<file path="config.mk">
export PLATFORM = sky130hd
export DESIGN_NAME = uart_8n1_transceiver_core_flat
export DESIGN_NICKNAME = d
export VERILOG_FILES = /design/src/rtl/core/uart8_pkg.sv /design/src/rtl/core/uart8_chan_if.sv /design/src/rtl/core/uart8_tx.sv /design/src/rtl/core/uart8_rx.sv /design/src/rtl/core/uart_8n1_transceiver_core.sv /design/src/flat_wrapper.sv
export SDC_FILE = /design/constraint.sdc
export NUM_CORES = 1
export LEC_CHECK = 0
export BUFFER_PORTS_ARGS = -buffer_cell sky130_fd_sc_hd__buf_2
export CAP_MARGIN = 30
export CORE_ASPECT_RATIO = 0.9
export CORE_MARGIN = 2
export CORE_UTILIZATION = 45
export DETAILED_ROUTE_END_ITERATION = 7
export GPL_TIMING_DRIVEN = 0
export HOLD_SLACK_MARGIN = 0.15
export MAX_ROUTING_LAYER = met4
export PLACE_DENSITY_LB_ADDON = 0.12
export RECOVER_POWER = 25
export SYNTH_ARGS = -nofsm -noshare
export SYNTH_HDL_FRONTEND = slang
export SYNTH_SLANG_ARGS = --single-unit
export TNS_END_PERCENT = 10
</file>
<file path="constraint.sdc">
create_clock -name clk -period 10.41 [get_ports clk]
set_clock_uncertainty 0.1 [all_clocks]
set_input_delay 2.082 -clock clk [delete_from_list [all_inputs] [get_ports clk]]
set_output_delay 2.082 -clock clk [all_outputs]
set_load 0.01 [all_outputs]
</file>
<file path="src/rtl/core/uart8_pkg.sv">
// Shared types and constants for the 8N1 UART transceiver core.
// No dependencies; uart8_tx, uart8_rx and the core module import this package.
package uart8_pkg;

	// Serial line levels
	localparam logic LINE_IDLE  = 1'b1;
	localparam logic LINE_START = 1'b0;

	// Bit period register
	localparam logic [15:0] PERIOD_RESET = 16'd104;
	localparam logic [15:0] PERIOD_MIN   = 16'd2;

	// Frame position of the transmitter and the receiver
	typedef enum logic [1:0] {
		PH_IDLE,
		PH_START,
		PH_DATA,
		PH_STOP
	} phase_t;

	// One input item: one tick
	typedef struct packed {
		logic       rx_level;
		logic       tx_start;
		logic [7:0] tx_data;
	} item_t;

	// One result item: line and status for one tick
	typedef struct packed {
		logic       tx_level;
		logic       tx_busy;
		logic       rx_valid;
		logic [7:0] rx_data;
	} result_t;

	// Transmitter status for one tick
	typedef struct packed {
		logic level;
		logic busy;
	} tx_out_t;

	// Receiver status for one tick
	typedef struct packed {
		logic       valid;
		logic [7:0] data;
	} rx_out_t;

endpackage

</file>
<file path="src/rtl/core/uart8_chan_if.sv">
// Valid/ready channel interface used for items, results and configuration.
// The payload type is a parameter; no package dependency.
interface uart8_chan_if #(parameter type T = logic);
	logic valid;
	logic ready;
	T     data;

	modport source (output valid, output data, input ready);
	modport sink (input valid, input data, output ready);
endinterface

</file>
<file path="src/rtl/core/uart8_tx.sv">
// Transmit side of the 8N1 UART: start bit, data bits LSB first, stop bit.
// Depends on uart8_pkg.
module uart8_tx #(
	parameter int DATA_BITS = 8
) (
	input  logic              clk,
	input  logic              arst_n,
	input  logic              step,
	input  logic [15:0]       period,
	input  logic              start,
	input  logic [7:0]        data,
	output uart8_pkg::tx_out_t res
);
	import uart8_pkg::*;

	localparam int BIT_W = (DATA_BITS > 1) ? $clog2(DATA_BITS) : 1;
	localparam logic [BIT_W-1:0] LAST_BIT = BIT_W'(DATA_BITS - 1);

	phase_t                 phase_q, phase_d, eff_phase;
	logic [DATA_BITS-1:0]   shift_q, shift_d, eff_shift;
	logic [15:0]            timer_q, timer_d, eff_timer, timer_inc;
	logic [BIT_W-1:0]       bit_q, bit_d, eff_bit;
	logic [DATA_BITS+7:0]   data_pad;
	logic                   bit_done;

	// A request while idle starts the frame on this very tick
	assign data_pad = {{DATA_BITS{1'b0}}, data};

	always_comb begin
		if (phase_q == PH_IDLE && start) begin
			eff_phase = PH_START;
			eff_shift = data_pad[DATA_BITS-1:0];
			eff_timer = '0;
			eff_bit   = '0;
		end else begin
			eff_phase = phase_q;
			eff_shift = shift_q;
			eff_timer = timer_q;
			eff_bit   = bit_q;
		end
	end

	assign timer_inc = eff_timer + 16'd1;
	assign bit_done  = (timer_inc >= period);

	// Next state
	always_comb begin
		phase_d = eff_phase;
		shift_d = eff_shift;
		timer_d = eff_timer;
		bit_d   = eff_bit;
		if (eff_phase != PH_IDLE) begin
			timer_d = bit_done ? 16'd0 : timer_inc;
			if (bit_done) begin
				case (eff_phase)
					PH_START: begin
						phase_d = PH_DATA;
						bit_d   = '0;
					end
					PH_DATA: begin
						shift_d = {1'b0, eff_shift[DATA_BITS-1:1]};
						if (eff_bit == LAST_BIT) begin
							phase_d = PH_STOP;
						end else begin
							bit_d = eff_bit + BIT_W'(1);
						end
					end
					PH_STOP: phase_d = PH_IDLE;
					default: phase_d = PH_IDLE;
				endcase
			end
		end
	end

	// Line level and busy flag for this tick
	always_comb begin
		res.busy = (eff_phase != PH_IDLE);
		case (eff_phase)
			PH_START: res.level = LINE_START;
			PH_DATA:  res.level = eff_shift[0];
			default:  res.level = LINE_IDLE;
		endcase
	end

	always_ff @(posedge clk or negedge arst_n) begin
		if (!arst_n) begin
			phase_q <= PH_IDLE;
			shift_q <= '0;
			timer_q <= '0;
			bit_q   <= '0;
		end else if (step) begin
			phase_q <= phase_d;
			shift_q <= shift_d;
			timer_q <= timer_d;
			bit_q   <= bit_d;
		end
	end

endmodule

</file>
<file path="src/rtl/core/uart8_rx.sv">
// Receive side of the 8N1 UART: start detect, mid-bit sampling, report at
// the middle of the stop bit. Depends on uart8_pkg.
module uart8_rx #(
	parameter int DATA_BITS = 8
) (
	input  logic              clk,
	input  logic              arst_n,
	input  logic              step,
	input  logic [15:0]       period,
	input  logic [15:0]       half,
	input  logic              rx_level,
	output uart8_pkg::rx_out_t res
);
	import uart8_pkg::*;

	localparam int BIT_W = (DATA_BITS > 1) ? $clog2(DATA_BITS) : 1;
	localparam logic [BIT_W-1:0] LAST_BIT = BIT_W'(DATA_BITS - 1);

	phase_t                 phase_q, phase_d;
	logic [DATA_BITS-1:0]   shift_q, shift_d;
	logic [15:0]            timer_q, timer_d, timer_inc, limit;
	logic [BIT_W-1:0]       bit_q, bit_d;
	logic [7:0]             hold_q, hold_d;
	logic [DATA_BITS+7:0]   shift_pad;
	logic                   bit_done;

	// Start bit runs half a period so later samples land mid-bit
	assign limit     = (phase_q == PH_START) ? half : period;
	assign timer_inc = timer_q + 16'd1;
	assign bit_done  = (timer_inc >= limit);
	assign shift_pad = {8'd0, shift_q};

	// Next state
	always_comb begin
		phase_d = phase_q;
		shift_d = shift_q;
		timer_d = timer_q;
		bit_d   = bit_q;
		case (phase_q)
			PH_IDLE: begin
				if (rx_level == LINE_START) begin
					phase_d = PH_START;
					shift_d = '0;
					timer_d = '0;
				end
			end
			PH_START: begin
				timer_d = bit_done ? 16'd0 : timer_inc;
				if (bit_done) begin
					phase_d = PH_DATA;
					bit_d   = '0;
				end
			end
			PH_DATA: begin
				timer_d = bit_done ? 16'd0 : timer_inc;
				if (bit_done) begin
					shift_d[bit_q] = rx_level;
					if (bit_q == LAST_BIT) begin
						phase_d = PH_STOP;
					end else begin
						bit_d = bit_q + BIT_W'(1);
					end
				end
			end
			PH_STOP: begin
				timer_d = bit_done ? 16'd0 : timer_inc;
				if (bit_done) begin
					phase_d = PH_IDLE;
				end
			end
			default: phase_d = PH_IDLE;
		endcase
	end

	// Byte report at the middle of the stop bit
	always_comb begin
		res.valid = (phase_q == PH_STOP) && bit_done;
		hold_d    = res.valid ? shift_pad[7:0] : hold_q;
		res.data  = hold_d;
	end

	always_ff @(posedge clk or negedge arst_n) begin
		if (!arst_n) begin
			phase_q <= PH_IDLE;
			shift_q <= '0;
			timer_q <= '0;
			bit_q   <= '0;
			hold_q  <= '0;
		end else if (step) begin
			phase_q <= phase_d;
			shift_q <= shift_d;
			timer_q <= timer_d;
			bit_q   <= bit_d;
			hold_q  <= hold_d;
		end
	end

endmodule

</file>
<file path="src/rtl/core/uart_8n1_transceiver_core.sv">
// Pipeline: an item is held in the input register, its result in the result
// register. Throughput: one item per cycle while results are taken; each tick
// is one pass through the bit timer increment and compare of tx and rx.
// Reset: arst_n clears both sides to idle, received byte to 0 and the bit
// period to 104; pipeline and result registers come up empty.
// Depends on uart8_pkg, uart8_chan_if, uart8_tx and uart8_rx.
module uart_8n1_transceiver_core #(
	parameter int DATA_BITS = 8
) (
	input  logic         clk,
	input  logic         arst_n,
	uart8_chan_if.sink   items,
	uart8_chan_if.source results,
	uart8_chan_if.sink   cfg
);
	import uart8_pkg::*;

	logic [15:0] period_q, period_eff, half_eff;
	item_t       item_s1;
	logic        valid_s1;
	result_t     result_s2;
	logic        valid_s2;
	logic        advance;
	tx_out_t     tx_res;
	rx_out_t     rx_res;

	// Configuration register, always ready
	assign cfg.ready = 1'b1;

	always_ff @(posedge clk or negedge arst_n) begin
		if (!arst_n) begin
			period_q <= PERIOD_RESET;
		end else if (cfg.valid) begin
			period_q <= cfg.data;
		end
	end

	// Periods below two act as two
	assign period_eff = (period_q < PERIOD_MIN) ? PERIOD_MIN : period_q;
	assign half_eff   = {1'b0, period_eff[15:1]};

	// Input register; an item moves on when the result register frees up
	assign advance     = valid_s1 && (!valid_s2 || results.ready);
	assign items.ready = !valid_s1 || advance;

	always_ff @(posedge clk or negedge arst_n) begin
		if (!arst_n) begin
			valid_s1 <= 1'b0;
		end else if (items.ready) begin
			valid_s1 <= items.valid;
		end
	end

	always_ff @(posedge clk) begin
		if (items.ready && items.valid) begin
			item_s1 <= items.data;
		end
	end

	uart8_tx #(.DATA_BITS(DATA_BITS)) u_tx (
		.clk    (clk),
		.arst_n (arst_n),
		.step   (advance),
		.period (period_eff),
		.start  (item_s1.tx_start),
		.data   (item_s1.tx_data),
		.res    (tx_res)
	);

	uart8_rx #(.DATA_BITS(DATA_BITS)) u_rx (
		.clk      (clk),
		.arst_n   (arst_n),
		.step     (advance),
		.period   (period_eff),
		.half     (half_eff),
		.rx_level (item_s1.rx_level),
		.res      (rx_res)
	);

	// Result register
	always_ff @(posedge clk or negedge arst_n) begin
		if (!arst_n) begin
			valid_s2 <= 1'b0;
		end else if (advance) begin
			valid_s2 <= 1'b1;
		end else if (results.ready) begin
			valid_s2 <= 1'b0;
		end
	end

	always_ff @(posedge clk) begin
		if (advance) begin
			result_s2.tx_level <= tx_res.level;
			result_s2.tx_busy  <= tx_res.busy;
			result_s2.rx_valid <= rx_res.valid;
			result_s2.rx_data  <= rx_res.data;
		end
	end

	assign results.valid = valid_s2;
	assign results.data  = result_s2;

`ifndef SYNTHESIS
	// A tick that leaves the input register always lands in the result register
	a_advance_fills: assert property (@(posedge clk) disable iff (!arst_n)
		advance |=> valid_s2)
		else $error("result register empty after advance");

	// A blocked item stays in the input register unchanged
	a_s1_holds: assert property (@(posedge clk) disable iff (!arst_n)
		valid_s1 && !advance |=> valid_s1 && $stable(item_s1))
		else $error("input register lost a stalled item");

	// The line is idle high whenever the transmitter is not busy
	a_idle_high: assert property (@(posedge clk) disable iff (!arst_n)
		!tx_res.busy |-> tx_res.level == LINE_IDLE)
		else $error("transmit line low while not busy");
`endif

endmodule

</file>
<file path="src/flat_wrapper.sv">
// flat-port wrapper written by rule: the top's interface ports become plain ports
module uart_8n1_transceiver_core_flat import uart8_pkg::*;
#(
	parameter int DATA_BITS = 8
)
  (clk, arst_n, items_valid, items_data, items_ready, results_valid, results_data, results_ready, cfg_valid, cfg_data, cfg_ready);
  uart8_chan_if #(.T(item_t)) items_i ();
  uart8_chan_if #(.T(result_t)) results_i ();
  uart8_chan_if #(.T(logic [15:0])) cfg_i ();
  input  logic clk;
  input  logic arst_n;
  input wire logic [$bits(items_i.valid)-1:0] items_valid;
  input wire logic [$bits(items_i.data)-1:0] items_data;
  output wire logic [$bits(items_i.ready)-1:0] items_ready;
  output wire logic [$bits(results_i.valid)-1:0] results_valid;
  output wire logic [$bits(results_i.data)-1:0] results_data;
  input wire logic [$bits(results_i.ready)-1:0] results_ready;
  input wire logic [$bits(cfg_i.valid)-1:0] cfg_valid;
  input wire logic [$bits(cfg_i.data)-1:0] cfg_data;
  output wire logic [$bits(cfg_i.ready)-1:0] cfg_ready;
  assign items_i.valid = items_valid;
  assign items_i.data = items_data;
  assign items_ready = items_i.ready;
  assign results_valid = results_i.valid;
  assign results_data = results_i.data;
  assign results_i.ready = results_ready;
  assign cfg_i.valid = cfg_valid;
  assign cfg_i.data = cfg_data;
  assign cfg_ready = cfg_i.ready;
  uart_8n1_transceiver_core #(.DATA_BITS(DATA_BITS)) u_core (.clk(clk), .arst_n(arst_n), .items(items_i), .results(results_i), .cfg(cfg_i));
endmodule
</file>
Word-level counts from Yosys, hierarchy flattened
Index checks and enable logic that the tools add are counted.
{"block": "word_totals", "ff_bits": 105, "output_inout_bits": 14}
{"block": "classes", "addsub": 4, "n_lt_le_gt_ge": 5, "eq_ne": 13, "muxes": 42, "reduce_logical": 20}
{"operator": "16-bit 2-to-1 mux", "n": 7}
{"operator": "8-bit 2-to-1 mux", "n": 7}
{"operator": "16-bit by 1-bit adder with 16-bit output (second input constant)", "n": 2}
{"operator": "16-bit >= comparator", "n": 2}
{"operator": "16-bit one-hot mux with 2 select lines", "n": 1}
{"operator": "3-bit 2-to-1 mux", "n": 7}
{"operator": "2-bit 2-to-1 mux", "n": 9}
{"operator": "16-bit by 2-bit < comparator with 1-bit output (second input constant)", "n": 1}
{"operator": "8-bit one-hot mux with 2 select lines", "n": 1}
{"operator": "2-bit != test (second input constant)", "n": 6}
{"operator": "3-bit one-hot mux with 2 select lines", "n": 2}
{"operator": "8-bit bitwise mux", "n": 1}
{"operator": "2-bit one-hot mux with 4 select lines", "n": 1}
{"operator": "2-bit nonzero test", "n": 4}
{"operator": "3-bit by 1-bit adder with 3-bit output (second input constant)", "n": 2}
{"operator": "2-bit == test (second input constant)", "n": 3}
{"operator": "3-bit == test (second input constant)", "n": 2}
{"operator": "6-bit AND reduction", "n": 1}
{"operator": "1-bit logical AND", "n": 5}
{"operator": "5-bit AND reduction", "n": 1}
{"operator": "2-bit by 1-bit == test with 1-bit output (second input constant)", "n": 2}
{"operator": "2-bit zero test", "n": 2}
{"operator": "3-bit by 4-bit < comparator with 1-bit output (second input constant)", "n": 1}
{"operator": "2-bit one-hot mux with 2 select lines", "n": 1}
{"operator": "9 further kinds", "n": 13}

Logic depth before layout (Yosys ltp)
{"block": "depth", "word_depth": 8, "ltp_mapped": 18, "depth_no_buf": 15}

Cells and area by module
A second synthesis with hierarchy kept.
{"block": "hier_totals", "cells_unflattened": 618, "area_unflattened_um2": 6328.6}
{"mod": "uart8_rx", "instances": 1, "cells_per_inst": 278, "area_per_inst_um2": 2667.6, "seq_area_each_um2": 925.9}
{"mod": "uart8_tx", "instances": 1, "cells_per_inst": 252, "area_per_inst_um2": 2172.1, "seq_area_each_um2": 725.7}
{"mod": "uart_8n1_transceiver_core", "instances": 1, "cells_per_inst": 88, "area_per_inst_um2": 1488.9, "seq_area_each_um2": 1084.8}

Least setup slack after synthesis
No wires, ideal clock.
{"block": "synth_path", "kind": "input-to-output", "startpoint": "input port results_ready", "endpoint": "output port items_ready", "arrival_ns": 2.291, "required_time_ns": 8.228, "path_slack_ns": 5.937, "stages": 1, "path_cell_list": "nand3b_1"}
{"block": "synth_via", "elab_chain_cells": 3}
{"item": "start: declaration", "line": "flat_wrapper.sv:17", "rtl": "input wire logic [$bits(results_i.ready)-1:0] results_ready;"}
{"item": "1-bit logical OR", "line": "uart_8n1_transceiver_core.sv:43", "rtl": "assign advance = valid_s1 && (!valid_s2 || results.ready);"}
{"item": "1-bit logical AND", "line": "uart_8n1_transceiver_core.sv:43"}
{"item": "1-bit logical OR", "line": "uart_8n1_transceiver_core.sv:44", "rtl": "assign items.ready = !valid_s1 || advance;"}
{"item": "end: declaration", "line": "flat_wrapper.sv:14", "rtl": "output wire logic [$bits(items_i.ready)-1:0] items_ready;"}
Every way passes these cells.

Worst setup path after layout
Ends and elaborated chain as after synthesis.

==> results.txt <==
The transition time at the pin with the least slew margin is 2.24 ns. Clock share of power: 24.5%. In this run the clock root is driven by a sky130_fd_sc_hd__clkbuf_16.

45 I/O pins were placed. Share of the synthesized area in the top cell type: 32.6%. Traced cell by cell, the critical path runs through buf_2 -> nand3b_1 -> buf_2. The largest driver fanout on the critical path was 3; the count of filler cells inserted in the layout was 1,259. After detailed routing, the average wire length per cell comes to 16.3 um.

The most prevalent standard cell on the critical path was sky130_fd_sc_hd__buf_2. The register bit count reported by yosys was 105. The logs give 36.8% for the proportion of power drawn by flip-flops and latches and 0 for the number of routed nets with antenna violations.

In the post-synthesis netlist, the biggest area contributors are sky130_fd_sc_hd__dfrtp_1 (33%), sky130_fd_sc_hd__edfxtp_1 (10%), sky130_fd_sc_hd__ha_1 (8.7%). The synthesized netlist net count is 699, and the peak per-stage delay on the critical path is 0.18 ns. In the final layout, flip-flops and latches occupy 2740 um^2.

The checks that failed: capacitance limit, slew limit. VDD sags by at most 0.000117 V. Counting flops with a built-in enable in the synthesized netlist gives 21. The multi-input combinational cells in the finished layout cover a total of 3220 um^2.

The cell type group with the largest total delay on the critical path is buffers and inverters. The congestion estimate from routability-driven global placement came to 0.851. For the number of max-slew violations in the final report, the log shows 38.

The run gives 46.3% as the initial core utilization. The clock net in this run drives a total of 105 sinks. After synthesis, the netlist uses 65 different library cells. The floorplan step defined a die boundary enclosing 14,800 um^2. The buffers plus inverters on the worst setup path is 2, and the clock period minus worst slack is 4.70 ns. The die is 128 um wide.

For the remaining max-slew budget at the tightest pin, the log shows -49.5%. The half-perimeter wire length of the detailed placement result is 10.4 mm, and the maximum number of pins on one net before global-route repair is 48. The layout cell share with drive strength beyond 1 was 14.5%. The tools report the number of antenna violations at the first check in global routing as 0. In the synthesized netlist the dominant register cell turns out to be sky130_fd_sc_hd__dfrtp_1. In the final timing run, aggregate negative setup slack is 0 ns. The share of total power in combinational logic is 38.7%. The tools report the insertion delay to the later sink of the worst-skew pair as 0.36 ns. The floorplan step defined a core boundary enclosing 13,400 um^2.

The first detailed-routing pass ran for 4 iterations. The class of the tightest hold or removal check is flop to flop. The run finished, with violations left. Timing would allow up to 0.213 GHz. Total of max-cap violations: 1. The switching component of the power was 552 uW; the H-tree level count was 3.

The wire length of the first global-routing pass was 23.5 mm; the number of buffers created by CTS was 9. The logs give 754 for the count of nets after finishing and 1.49 mW for the total power consumption of the routed design. The analysis attributes to cell leakage a power of 3.06 nW. After detailed routing, the number of vias per cell comes to 5.64. The internal power of the cells totals 938 uW.

In the synthesized netlist the async set-or-reset flop fraction comes to 80.0%. The category of the critical setup timing path is primary input to output pin. The tools report the number of buffers on the longest clock path as 2. The kind of start point of the critical path is a primary input.

The number of hold violations in the final report is 0, and the post-CTS setup buffer count is 0. The count of instances resized after the clock tree is built was 0; the slack of the critical path was 5.71 ns. OpenSTA, run right after detailed placement, puts the worst setup slack at 5.71 ns. At the worst endpoint, the required time is 8.23 ns. For the number of violations reported at the end of detailed-routing iteration 0, the log shows 213. Cells fill 52.0% of the core in the end. For this run, design rule violations remaining after detail routing come to 0.

In this run, placement finished with an instance count of 837. After synthesis, flip-flops and latches occupy 44.1% of the total area. Net switching is 37.1% of the power. The per-instance average area after synthesis works out to 9.93 um^2. The number of instances in the synthesized netlist is 625.

The synthesized netlist occupies a cell area of 6210 um^2. Count of buffers from port buffering: 42. The number of non-filler instances in the completed layout was 853.

The final route contains 4,815 vias. The via count of the first global-routing pass is 4,761, and the number of warnings reported in the yosys synthesis log is 0. The critical path endpoint category is an output pin.

Setup repair after global routing left no endpoint under its margin. TritonCTS built the clock tree. The final antenna diode count is 0. Relative to the synthesized area, the layout overhead comes to 12.3%. Of the available clock period, the critical path in the final layout requires 45.2%. The die span in y works out to 115 um. The tools report the global router's overall resource usage as 20.9%. For this design the ratio of total power to cell area is 214 nW/um^2. The clock edge transition at the registers on the reported setup and hold paths came out at 0.07 ns. After detailed routing, the total wire length is 13.9 mm. The total overflow left after global routing is 0. The logs give 0 for the final setup violation count and 2.52 ns for the data arrival at the endpoint of the critical path. The largest total area in the synthesized netlist belongs to sky130_fd_sc_hd__dfrtp_1.

The highest-delay cell along the critical path was sky130_fd_sc_hd__nand3b_1. After clock tree synthesis, the flow added hold-fix buffers numbering 0. Row generation in the floorplan step produced 40 rows.
==> cells in the final DEF, fill, tap and decap left out, types with 22 or more instances in the layout <==
cell type,count
sky130_fd_sc_hd__dfrtp_1,81
sky130_fd_sc_hd__nand2_1,79
sky130_fd_sc_hd__buf_2,45
sky130_fd_sc_hd__ha_1,43
sky130_fd_sc_hd__nor2_1,40
sky130_fd_sc_hd__inv_1,31
sky130_fd_sc_hd__o21ai_0,31
sky130_fd_sc_hd__mux2i_1,30
sky130_fd_sc_hd__clkbuf_1,26
sky130_fd_sc_hd__nand3_1,22
==> through the flow <==
step | cell area, um^2 | hold slack (ns)
3_3_place_gp | 6630 | 0.368
6_report | 6970 | 0.402
5_1_grt | 6970 | 0.423
3_5_place_dp | 6670 | 0.393
4_1_cts | 6980 | 0.409
2_1_floorplan | 6210 | 0.349
==> cell type report <==
class,instances,share of cell area [%]
Multi-Input combinational cell,460,46.1
Sequential cell,105,39.2
Timing Repair Buffer,44,3.61
Clock buffer,13,3.45
Tap cell,168,3.01
Buffer,28,1.85
Inverter,32,1.72
Clock inverter,3,0.987
==> cell usage after synthesis, types with 4 or more instances <==
library cell / n
sky130_fd_sc_hd__a21oi_1: 20
sky130_fd_sc_hd__mux2_2: 21
sky130_fd_sc_hd__and3_1: 8
sky130_fd_sc_hd__ha_1: 43
sky130_fd_sc_hd__a21o_1: 4
sky130_fd_sc_hd__edfxtp_1: 21
sky130_fd_sc_hd__mux2i_1: 30
sky130_fd_sc_hd__and2_1: 7
sky130_fd_sc_hd__a221oi_1: 6
sky130_fd_sc_hd__a2bb2oi_1: 5
sky130_fd_sc_hd__nand3_1: 22
sky130_fd_sc_hd__a22o_1: 12
sky130_fd_sc_hd__clkbuf_1: 20
sky130_fd_sc_hd__nor2b_1: 5
sky130_fd_sc_hd__nand2_1: 79
sky130_fd_sc_hd__xor2_1: 11
sky130_fd_sc_hd__xnor2_1: 16
sky130_fd_sc_hd__nor3_1: 10
sky130_fd_sc_hd__inv_1: 31
sky130_fd_sc_hd__o21ai_0: 31
sky130_fd_sc_hd__buf_2: 5
sky130_fd_sc_hd__nand2b_1: 7
sky130_fd_sc_hd__dfrtp_1: 81
sky130_fd_sc_hd__nor4_1: 13
sky130_fd_sc_hd__nand4_1: 12
sky130_fd_sc_hd__nor2_1: 40
==> state kept, by name, summed over array words and instances, names as in the netlist <==
| register | count |
|---|---|
| u_core.results.valid | 1 |
| u_core.u_tx.shift_q | 8 |
| u_core.period_q | 16 |
| u_core.u_tx.timer_q | 16 |
| u_core.u_tx.bit_q | 3 |
| u_core.u_rx.phase_q | 2 |
| u_core.u_rx.timer_q | 16 |
| u_core.item_s1 | 10 |
| u_core.results.data | 11 |
| u_core.u_rx.hold_q | 8 |
| u_core.valid_s1 | 1 |
| u_core.u_rx.shift_q | 8 |
| u_core.u_rx.bit_q | 3 |
| u_core.u_tx.phase_q | 2 |
==> final timing paths <==
path | startpoint | endpoint | slack [ns] | cells past startpoint
worst min-delay path | u_core.u_rx.hold_q[7] | u_core.u_rx.hold_q[7] | 0.40 | 1
worst max register to register | u_core.item_s1[8] | u_core.u_tx.timer_q[1] | 5.96 | 15
min in group asynchronous | arst_n | u_core.u_rx.timer_q[0] | 2.28 | 1
max in group asynchronous | arst_n | u_core.u_tx.timer_q[12] | 6.64 | 1
worst min register to register | u_core.u_rx.hold_q[7] | u_core.u_rx.hold_q[7] | 0.40 | 1
worst max-delay path | results_ready | items_ready | 5.71 | 3
==> layer usage <==
layer / track usage (%) / routed length, um / vias to the layer above
li1: - / - / 2360
met1: 27.1 / 6550 / 2349
met2: 33.4 / 6700 / 90
met3: 4.06 / 442 / 16
met4: 6.23 / 190 / 0
met5: - / 0 / -
==> kinds of logic after synthesis <==
kind of cell               count (synthesis)  share of synthesized area (%)
AOI/OAI and AO/OA                        113                           12.8
xor gates and xnor gates                  27                           3.81
adders and majority gates                 43                           8.67
buffers and inverters                     60                           4.03
DFF                                      105                           44.1
muxes                                     52                           8.83
other                                      1                         0.0604
and+or+nand+nor                          224                           17.7
==> power by group through the flow <==
stage          clock (mW)  sequential [mW]  combinational (mW)
4_1_cts             0.374            0.548               0.581
3_5_place_dp            0            0.556               0.578
2_1_floorplan           0            0.545               0.435
6_report            0.365            0.548               0.577
5_1_grt             0.390            0.558               0.659
3_3_place_gp            0            0.554               0.556
No activity file was read; power rests on OpenSTA's default activity.
